### src/rtl/rre_pkg.sv
// Shared types and constants for the respiration rate estimator.
package rre_pkg;

    localparam int RATE_W   = 10;
    localparam int STATUS_W = 3;
    localparam int BPM_W    = 5;
    localparam int CONF_W   = 7;

    localparam logic [RATE_W-1:0] RATE_RESET = RATE_W'(25);

    localparam logic [STATUS_W-1:0] ST_OK        = 3'd0;
    localparam logic [STATUS_W-1:0] ST_BAD_CFG   = 3'd1;
    localparam logic [STATUS_W-1:0] ST_SHORT     = 3'd2;
    localparam logic [STATUS_W-1:0] ST_FEW_PEAKS = 3'd3;
    localparam logic [STATUS_W-1:0] ST_RANGE     = 3'd4;

    // envelope: (16*|x| + 240*env) >> 8
    localparam int ENV_NEW_SH = 4;
    localparam int ENV_SH     = 8;

    localparam int GAP_LO_S     = 2;
    localparam int GAP_HI_S     = 10;
    localparam int MIN_WINDOW_S = 20;
    localparam int SEC_PER_MIN  = 60;
    localparam int BPM_MIN      = 6;
    localparam int BPM_MAX      = 30;
    localparam int CONF_STEP    = 25;
    localparam int CONF_MAX     = 100;
    localparam int CONF_FULL_N  = 4;
    localparam int MIN_INTERVALS = 2;

    typedef struct packed {
        logic start;
    } t_div_req;

    typedef struct packed {
        logic busy;
        logic done;
    } t_div_rsp;

endpackage

### src/rtl/respiration_rate_estimator.sv
// Respiration rate estimator: envelope, peak intervals, rate and confidence.
//
// Each accepted sample passes accept, envelope update and peak check; no new
// sample is taken before the peak check is done, and a sample past MAX_SAMPLES
// is dropped. After the sample flagged last, the one shared bit-serial divider
// (DIV_W = 16 at the default parameters) computes first the mean interval and
// then the rate, and no sample is taken meanwhile; the result waits in an
// output register, and samples of the next window are taken while it waits.
// The sample rate register may be written only while idle.
module respiration_rate_estimator import rre_pkg::*; #(
    parameter int MAX_SAMPLES = 65535,
    parameter int SAMPLE_BITS = 24
) (
    input  logic                   i_clk,
    input  logic                   i_rst_n,
    input  logic                   i_cfg_valid,
    output logic                   o_cfg_ready,
    input  logic [RATE_W-1:0]      i_cfg_sample_rate_hz,
    input  logic                   i_valid,
    output logic                   o_ready,
    input  logic [SAMPLE_BITS-1:0] i_ac_sample,
    input  logic                   i_last_sample,
    output logic                   o_valid,
    input  logic                   i_ready,
    output logic [STATUS_W-1:0]    o_status,
    output logic [BPM_W-1:0]       o_breaths_per_minute,
    output logic [CONF_W-1:0]      o_confidence_percent
);

    localparam int SB    = SAMPLE_BITS;
    localparam int SUM_W = SB + ENV_SH;
    localparam int IDX_W = $clog2(MAX_SAMPLES + 1);
    localparam int LO_W  = RATE_W + 2;
    localparam int HI_W  = RATE_W + 4;
    localparam int WIN_W = RATE_W + 5;
    localparam int P60_W = RATE_W + 6;
    localparam int DIV_W = (IDX_W > P60_W) ? IDX_W : P60_W;
    localparam int CMP_W = (IDX_W > WIN_W) ? IDX_W : WIN_W;

    localparam logic [2:0] S_IDLE  = 3'd0;
    localparam logic [2:0] S_ENV   = 3'd1;
    localparam logic [2:0] S_PEAK  = 3'd2;
    localparam logic [2:0] S_CHECK = 3'd3;
    localparam logic [2:0] S_DIV1  = 3'd4;
    localparam logic [2:0] S_DIV2  = 3'd5;
    localparam logic [2:0] S_OUT   = 3'd6;

    logic [2:0]          r_state, n_state;
    logic [RATE_W-1:0]   r_rate;
    logic [SB-1:0]       r_mag, n_mag;
    logic                r_last, n_last;
    logic [SB-1:0]       r_env, n_env;
    logic [SB-1:0]       r_prev, n_prev;
    logic                r_was, n_was;
    logic [IDX_W-1:0]    r_idx, n_idx;
    logic [IDX_W-1:0]    r_anchor, n_anchor;
    logic [IDX_W-1:0]    r_total, n_total;
    logic [IDX_W-1:0]    r_count, n_count;
    logic [STATUS_W-1:0] r_res_st, n_res_st;
    logic [BPM_W-1:0]    r_res_bpm, n_res_bpm;
    logic [CONF_W-1:0]   r_res_conf, n_res_conf;
    logic                r_ovalid, n_ovalid;
    logic [STATUS_W-1:0] r_ost, n_ost;
    logic [BPM_W-1:0]    r_obpm, n_obpm;
    logic [CONF_W-1:0]   r_oconf, n_oconf;

    logic [SB-1:0]       in_mag;
    logic [SUM_W-1:0]    env_sum;
    logic                rising;
    logic [IDX_W-1:0]    gap;
    logic [LO_W-1:0]     gap_lo;
    logic [HI_W-1:0]     gap_hi;
    logic [CMP_W-1:0]    win_min;
    logic [P60_W-1:0]    rate60;
    logic                in_acc;

    t_div_req            div_req;
    t_div_rsp            div_rsp;
    logic [DIV_W-1:0]    div_a, div_b, div_q;

    rre_div #(.W(DIV_W)) u_div (
        .i_clk      (i_clk),
        .i_rst_n    (i_rst_n),
        .i_req      (div_req),
        .i_dividend (div_a),
        .i_divisor  (div_b),
        .o_rsp      (div_rsp),
        .o_quotient (div_q)
    );

    assign o_cfg_ready = 1'b1;
    assign o_ready     = (r_state == S_IDLE);
    assign in_acc      = i_valid && o_ready;

    assign in_mag  = i_ac_sample[SB-1] ? (~i_ac_sample + 1'b1) : i_ac_sample;
    assign env_sum = (SUM_W'(r_mag) << ENV_NEW_SH) + (SUM_W'(r_env) << ENV_SH)
                   - (SUM_W'(r_env) << ENV_NEW_SH);
    assign rising  = r_env > r_prev;
    assign gap     = r_idx - r_anchor;
    assign gap_lo  = LO_W'(r_rate) * LO_W'(GAP_LO_S);
    assign gap_hi  = HI_W'(r_rate) * HI_W'(GAP_HI_S);
    assign win_min = CMP_W'(r_rate) * CMP_W'(MIN_WINDOW_S);
    assign rate60  = P60_W'(r_rate) * P60_W'(SEC_PER_MIN);

    always_comb begin
        n_state    = r_state;
        n_mag      = r_mag;
        n_last     = r_last;
        n_env      = r_env;
        n_prev     = r_prev;
        n_was      = r_was;
        n_idx      = r_idx;
        n_anchor   = r_anchor;
        n_total    = r_total;
        n_count    = r_count;
        n_res_st   = r_res_st;
        n_res_bpm  = r_res_bpm;
        n_res_conf = r_res_conf;
        n_ovalid   = r_ovalid;
        n_ost      = r_ost;
        n_obpm     = r_obpm;
        n_oconf    = r_oconf;
        div_req.start = 1'b0;
        div_a      = DIV_W'(r_total);
        div_b      = DIV_W'(r_count);

        if (r_ovalid && i_ready) begin
            n_ovalid = 1'b0;
        end

        case (r_state)
            S_IDLE: begin
                if (in_acc) begin
                    n_mag  = in_mag;
                    n_last = i_last_sample;
                    if (32'(r_idx) < MAX_SAMPLES) begin
                        n_state = S_ENV;
                    end else if (i_last_sample) begin
                        n_state = S_CHECK;
                    end
                end
            end
            S_ENV: begin
                n_env   = env_sum[SUM_W-1 -: SB];
                n_state = S_PEAK;
            end
            S_PEAK: begin
                if (!rising && r_was && r_idx != '0) begin
                    if (r_anchor == '0) begin
                        n_anchor = r_idx;
                    end else if (32'(gap) >= 32'(gap_lo) && 32'(gap) <= 32'(gap_hi)) begin
                        n_total  = r_total + gap;
                        n_count  = r_count + 1'b1;
                        n_anchor = r_idx;
                    end
                end
                n_prev  = r_env;
                n_was   = rising;
                n_idx   = r_idx + 1'b1;
                n_state = r_last ? S_CHECK : S_IDLE;
            end
            S_CHECK: begin
                n_res_bpm  = '0;
                n_res_conf = '0;
                if (r_rate == '0) begin
                    n_res_st = ST_BAD_CFG;
                    n_state  = S_OUT;
                end else if (CMP_W'(r_idx) < win_min) begin
                    n_res_st = ST_SHORT;
                    n_state  = S_OUT;
                end else if (32'(r_count) < MIN_INTERVALS) begin
                    n_res_st = ST_FEW_PEAKS;
                    n_state  = S_OUT;
                end else begin
                    div_req.start = 1'b1;
                    n_state       = S_DIV1;
                end
            end
            S_DIV1: begin
                div_a = DIV_W'(rate60);
                div_b = div_q;
                if (div_rsp.done) begin
                    if (div_q == '0) begin
                        n_res_st = ST_BAD_CFG;
                        n_state  = S_OUT;
                    end else begin
                        div_req.start = 1'b1;
                        n_state       = S_DIV2;
                    end
                end
            end
            S_DIV2: begin
                if (div_rsp.done) begin
                    if (div_q < DIV_W'(BPM_MIN) || div_q > DIV_W'(BPM_MAX)) begin
                        n_res_st = ST_RANGE;
                    end else begin
                        n_res_st  = ST_OK;
                        n_res_bpm = BPM_W'(div_q);
                        if (32'(r_count) >= CONF_FULL_N) begin
                            n_res_conf = CONF_W'(CONF_MAX);
                        end else begin
                            n_res_conf = CONF_W'(r_count) * CONF_W'(CONF_STEP);
                        end
                    end
                    n_state = S_OUT;
                end
            end
            S_OUT: begin
                if (!r_ovalid || i_ready) begin
                    n_ovalid = 1'b1;
                    n_ost    = r_res_st;
                    n_obpm   = r_res_bpm;
                    n_oconf  = r_res_conf;
                    n_env    = '0;
                    n_prev   = '0;
                    n_was    = 1'b0;
                    n_idx    = '0;
                    n_anchor = '0;
                    n_total  = '0;
                    n_count  = '0;
                    n_state  = S_IDLE;
                end
            end
            default: begin
                n_state = S_IDLE;
            end
        endcase
    end

    always_ff @(posedge i_clk) begin
        if (!i_rst_n) begin
            r_state  <= S_IDLE;
            r_rate   <= RATE_RESET;
            r_env    <= '0;
            r_prev   <= '0;
            r_was    <= 1'b0;
            r_idx    <= '0;
            r_anchor <= '0;
            r_total  <= '0;
            r_count  <= '0;
            r_ovalid <= 1'b0;
        end else begin
            r_state  <= n_state;
            if (i_cfg_valid && o_cfg_ready) begin
                r_rate <= i_cfg_sample_rate_hz;
            end
            r_env    <= n_env;
            r_prev   <= n_prev;
            r_was    <= n_was;
            r_idx    <= n_idx;
            r_anchor <= n_anchor;
            r_total  <= n_total;
            r_count  <= n_count;
            r_ovalid <= n_ovalid;
        end
        r_mag      <= n_mag;
        r_last     <= n_last;
        r_res_st   <= n_res_st;
        r_res_bpm  <= n_res_bpm;
        r_res_conf <= n_res_conf;
        r_ost      <= n_ost;
        r_obpm     <= n_obpm;
        r_oconf    <= n_oconf;
    end

    assign o_valid              = r_ovalid;
    assign o_status             = r_ost;
    assign o_breaths_per_minute = r_obpm;
    assign o_confidence_percent = r_oconf;

    a_fail_zero: assert property (@(posedge i_clk) disable iff (!i_rst_n)
        (o_valid && o_status != ST_OK) |->
            (o_breaths_per_minute == '0 && o_confidence_percent == '0))
        else $error("nonzero rate or confidence on a failed window");

    a_ok_range: assert property (@(posedge i_clk) disable iff (!i_rst_n)
        (o_valid && o_status == ST_OK) |->
            (32'(o_breaths_per_minute) >= BPM_MIN && 32'(o_breaths_per_minute) <= BPM_MAX
             && o_confidence_percent != '0))
        else $error("ok beat with rate out of range");

    a_div_wait: assert property (@(posedge i_clk) disable iff (!i_rst_n)
        ((r_state == S_DIV1 || r_state == S_DIV2) && !div_rsp.done) |-> div_rsp.busy)
        else $error("sequencer waits on an idle divider");

    a_peaks_need_anchor: assert property (@(posedge i_clk) disable iff (!i_rst_n)
        (r_count != '0) |-> (r_anchor != '0))
        else $error("accepted interval without an anchor");

endmodule

### src/rtl/rre_div.sv
// Shared restoring divider, one quotient bit per cycle.
module rre_div import rre_pkg::*; #(
    parameter int W = 16
) (
    input  logic         i_clk,
    input  logic         i_rst_n,
    input  t_div_req     i_req,
    input  logic [W-1:0] i_dividend,
    input  logic [W-1:0] i_divisor,
    output t_div_rsp     o_rsp,
    output logic [W-1:0] o_quotient
);

    localparam int CNT_W = (W > 1) ? $clog2(W) : 1;

    logic             r_busy, n_busy;
    logic             r_done, n_done;
    logic [CNT_W-1:0] r_cnt, n_cnt;
    logic [W-1:0]     r_rem, n_rem;
    logic [W-1:0]     r_q, n_q;
    logic [W-1:0]     r_dvs, n_dvs;
    logic [W:0]       trial;

    always_comb begin
        trial  = {r_rem, r_q[W-1]} - {1'b0, r_dvs};
        n_busy = r_busy;
        n_done = 1'b0;
        n_cnt  = r_cnt;
        n_rem  = r_rem;
        n_q    = r_q;
        n_dvs  = r_dvs;
        if (i_req.start && !r_busy) begin
            n_busy = 1'b1;
            n_cnt  = CNT_W'(W - 1);
            n_rem  = '0;
            n_q    = i_dividend;
            n_dvs  = i_divisor;
        end else if (r_busy) begin
            if (!trial[W]) begin
                n_rem = trial[W-1:0];
                n_q   = {r_q[W-2:0], 1'b1};
            end else begin
                n_rem = {r_rem[W-2:0], r_q[W-1]};
                n_q   = {r_q[W-2:0], 1'b0};
            end
            if (r_cnt == '0) begin
                n_busy = 1'b0;
                n_done = 1'b1;
            end else begin
                n_cnt = r_cnt - 1'b1;
            end
        end
    end

    always_ff @(posedge i_clk) begin
        if (!i_rst_n) begin
            r_busy <= 1'b0;
            r_done <= 1'b0;
            r_cnt  <= '0;
        end else begin
            r_busy <= n_busy;
            r_done <= n_done;
            r_cnt  <= n_cnt;
        end
        r_rem <= n_rem;
        r_q   <= n_q;
        r_dvs <= n_dvs;
    end

    assign o_rsp.busy = r_busy;
    assign o_rsp.done = r_done;
    assign o_quotient = r_q;

endmodule

### config.mk
export PLATFORM = sky130hd
export DESIGN_NAME = respiration_rate_estimator
export DESIGN_NICKNAME = d
export VERILOG_FILES = /design/src/rtl/rre_pkg.sv /design/src/rtl/respiration_rate_estimator.sv /design/src/rtl/rre_div.sv
export SDC_FILE = /design/constraint.sdc
export NUM_CORES = 1
export LEC_CHECK = 0
export BUFFER_PORTS_ARGS = -buffer_cell sky130_fd_sc_hd__buf_4
export CORE_MARGIN = 8
export CORE_UTILIZATION = 50
export CTS_CLUSTER_DIAMETER = 100
export DETAILED_ROUTE_END_ITERATION = 16
export PLACE_DENSITY_LB_ADDON = 0.12
export SLEW_MARGIN = 20
export SYNTH_ARGS = -nofsm -noshare
export SYNTH_HDL_FRONTEND = slang
export SYNTH_SLANG_ARGS = --single-unit
### constraint.sdc
create_clock -name i_clk -period 5.3 [get_ports i_clk]
set_input_delay 0.265 -clock i_clk [delete_from_list [all_inputs] [get_ports i_clk]]
set_output_delay 0.265 -clock i_clk [all_outputs]
set_load 0.02 [all_outputs]
==> summary.md <==
| Metric | Value |
|---|---|
| Max-cap violations | 0 |
| Top Family by Delay on Critical Path | compound AO/OA/AOI/OAI gates |
| CP cell instances | inv_1, ha_1, nor2b_1, o31a_1, o41a_1, nor2_1, xnor2_1, ha_1, a211o_1, nor2_1, a211oi_1, o21ai_0, o211ai_1, o2111a_1, o21a_1, nor4_4, buf_4, a31oi_1, a31oi_1 |
| Max frequency | 211.1 MHz |
| Min cycle time layout | roughly 4.7 ns |
| Antenna viol nets, final | 0 |
| CP Depth | 19 |
| Most frequent cells in the layout | inv_1 (196), ha_1 (182), nand2_1 (169) |
| Max_slew headroom | 0.2900 |
| Nets | about 2200 |
| Worst R2R Start | r_anchor[1] |
| CTS Sinks | between 200 and 250 |
| Synth-to-Final Area Change | 13.37% |
| Seq/Total Area, Yosys | 0.3304 |
| Synthesized cell area | approximately 0.017 mm2 |
| Fin util | 0.5740 |
| H-tree levels | 1 |
| Most area-hungry cell type in the Yosys netlist | dfxtp_1 |
| Worst EP required | between 5 and 6 ns |
| Worst-path clk slew | ~0.060 ns |
| Worst-case reg-to-reg path depth | 19 |
| Total grt overflow | 0 |
| Core area | 0.03345 mm2 |
| Max IR drop VDD | ~0.47 mV |
| CP Capture Type | register |
| Port Buffer Count | 56 |
| Worst R2R Setup Slack | between 0.5 and 0.6 ns |
| Ant diodes | 0 |
| Layout cells sized above 1 | 0.08333 |
| Fin crit share | 0.8937 |
| Final wirelength | around 43000 um |
| Least-Margin Pin Slew | ~1.1 ns |
| Number of global-route vias before repair | around 13000 |
| Total negative slack | 0 ns |
| Synthesized Nets | about 2200 |
| Global-route wire length before repair | slightly below 70000 um |
| Synth area leaders | dfxtp_1 (18%), edfxtp_1 (15%), ha_1 (13%) |
| Ys async rst share | 0 |
| DR DRC count | 0 |
| Total clock buffers created by CTS | 29 |
| Most used flip-flop cell after synthesis | dfxtp_1 |
| Data arrival, critical path | approximately 5.2 ns |
| Initial core utilization | 0.5063 |
| Overall Global Routing Usage | 0.2161 |
| Critical path startpoint | r_anchor[1] |
| Final hold vios | 0 |
| Synth unique cells | just under 80 |
| Die area | roughly 0.04 mm2 |
| Post-CTS Setup Inserts | 0 |
| Die Y | around 200 um |
| CP peak stage delay | ~0.72 ns |
| Startpoint class of the critical path | register |
| Final setup vio count | 0 |
| GP Congestion | approximately 0.9 |
| Vias | between 10000 and 15000 |
| Post-synth EDFFs | just under 90 |
| Clock Tree Root | clkbuf_16 |
| Per-cell routed wire length | about 17 um |
| CP max FO | 10 |
| I/O pin count | between 50 and 60 |
| Worst slack, placed | around 0.59 ns |
| Yosys warns | 0 |
| Buf/Inv on CP | 2 |
| Setup WS post-layout | 0.5634 ns |
| Iter 0 DRT Violations | around 760 |
| Syn Inst Count | between 1500 and 2000 |
| Commonest non-fill, non-tap cell in the layout | inv_1 |
| Min-delay worst type | primary input to register |
| Outcome | complete, no violations |
| Clock Skews | roughly 0.021 ns |
| Via/cell ratio | 5.551 |
| Yosys top cell area share | 0.1761 |
| Final-report max-slew violation count | 0 |
| Pin count of the biggest net entering global routing | 81 |
| Initial antenna violation count | 1 |
| Leakage | 8.189 nW |
| Maximum buffer depth of the clock tree | 3 |
| CP max stage cell | nor4_4 |
| Mapped Avg Cell Area | just under 9 um2 |
| Width of the die | about 200 um |
| First-pass DRT Iterations | 5 |
| Yosys reg bits | 236 |
| Pwr/cell area | between 300 and 400 mW/mm2 |
| Row cnt | between 60 and 70 |
| CTS tree | done |
| HPWL Detailed | 32030 um |
| Worst r2r dst | r_count[3] |
| Type of the worst setup path | register to register |
| Min Hold Slack | roughly 0.027 ns |
| CP endpoint | r_count[3] |
| Clk_lat worst skew | 0.58 ns |
| Unrepaired setup endpoints after global routing | no |
[synthesized netlist by cell type, types with 5 or more instances]
master / count
o41ai_1: 7
nor3_1: 39
fa_1: 42
inv_1: 196
xor2_1: 31
edfxtp_1: 87
ha_1: 182
nand2b_1: 38
and3_1: 38
o211ai_1: 10
dfxtp_1: 149
o21bai_1: 10
nor4_1: 15
nand2_1: 169
o21a_1: 33
a22o_1: 5
buf_2: 6
nor2_1: 121
nor2b_1: 28
o31a_1: 6
a21o_1: 28
or3_1: 15
a31oi_4: 8
o31ai_1: 11
or4_1: 9
nand4_1: 21
xnor2_1: 79
and2_1: 17
nand3_1: 75
mux2i_1: 29
a31oi_1: 21
a211oi_1: 12
a21oi_1: 98
buf_1: 5
o21ai_0: 101
a21boi_0: 33
a21boi_1: 5
clkbuf_1: 47
a211o_1: 7
[power breakdown]
| part | internal, mW | switching, mW |
|---|---|---|
| Combinational | 1.26 | 1.65 |
| Clock | 1.26 | 0.818 |
| Sequential | 2.03 | 0.171 |
[worst min-delay path by stage]
stage	start	cells past startpoint	to
2_1_floorplan	i_last_sample	0	r_last
3_3_place_gp	r_res_conf[1]	0	o_confidence_percent[1]
3_5_place_dp	r_res_conf[3]	0	o_confidence_percent[3]
4_1_cts	i_ac_sample[8]	2	r_mag[8]
5_1_grt	i_ac_sample[19]	2	r_mag[19]
6_report	i_cfg_sample_rate_hz[1]	3	r_rate[1]
[logic make-up after synthesis]
group	Yosys count	synth area share
other cells	1	0.0002215
compound gates	436	0.1764
simple gates	601	0.1738
buf+inv	261	0.05963
xor+xnor	110	0.05689
fa+ha+maj	224	0.1841
mux	31	0.01847
flops	236	0.3304
[routing by layer]
layer | part of all wire | routed length, um | vias to the layer above | GRT usage
li1 | - | - | 6843 | -
met1 | 0.48 | 20400 | 6445 | 0.2962
met2 | 0.45 | 19460 | 244 | 0.3519
met3 | 0.040 | 1717 | 80 | 0.02900
met4 | 0.030 | 1303 | 0 | 0.06458
met5 | 0 | 0 | - | 0
[through the flow]
stage / instance area [um2] / power, mW / cells
CTS: 19200 / 7.247 / 2452
global placement: 17910 / 5.046 / 2371
detailed placement: 17910 / 5.114 / 2371
floorplan: 16930 / 4.443 / 1900
finish: 19200 / 7.193 / 2452
global route: 19200 / 7.758 / 2452
[cell type report]
| type | instances | area [um2] |
|---|---|---|
| Clock buffer | 34 | 784.5 |
| Clock inverter | 19 | 225.2 |
| Fill cell | 3009 | 14250 |
| Inverter | 198 | 743.2 |
| Multi-Input combinational cell | 1403 | 10360 |
| Sequential cell | 236 | 5595 |
| Tap cell | 448 | 560.5 |
| Timing Repair Buffer | 114 | 925.9 |
[tightest hold or removal path, stage by stage]
cell	delay (ns)
buf_4	0.11
mux2i_1	0.07
nor2b_1	0.11
[timing repair]
item	in CTS	in global routing
hold buffers	28	0
hold endpoints to repair	29	0
gates resized for setup	0	0
[flip-flops by register name, indices dropped and copies added (netlist names), 16 cells and up]
signal	cells
r_mag	24
u_div.r_rem	16
r_env	24
r_count	16
u_div.r_dvs	16
r_anchor	16
r_prev	24
r_total	16
r_idx	16
u_div.o_quotient	16
No activity file was read; power rests on OpenSTA's default activity.
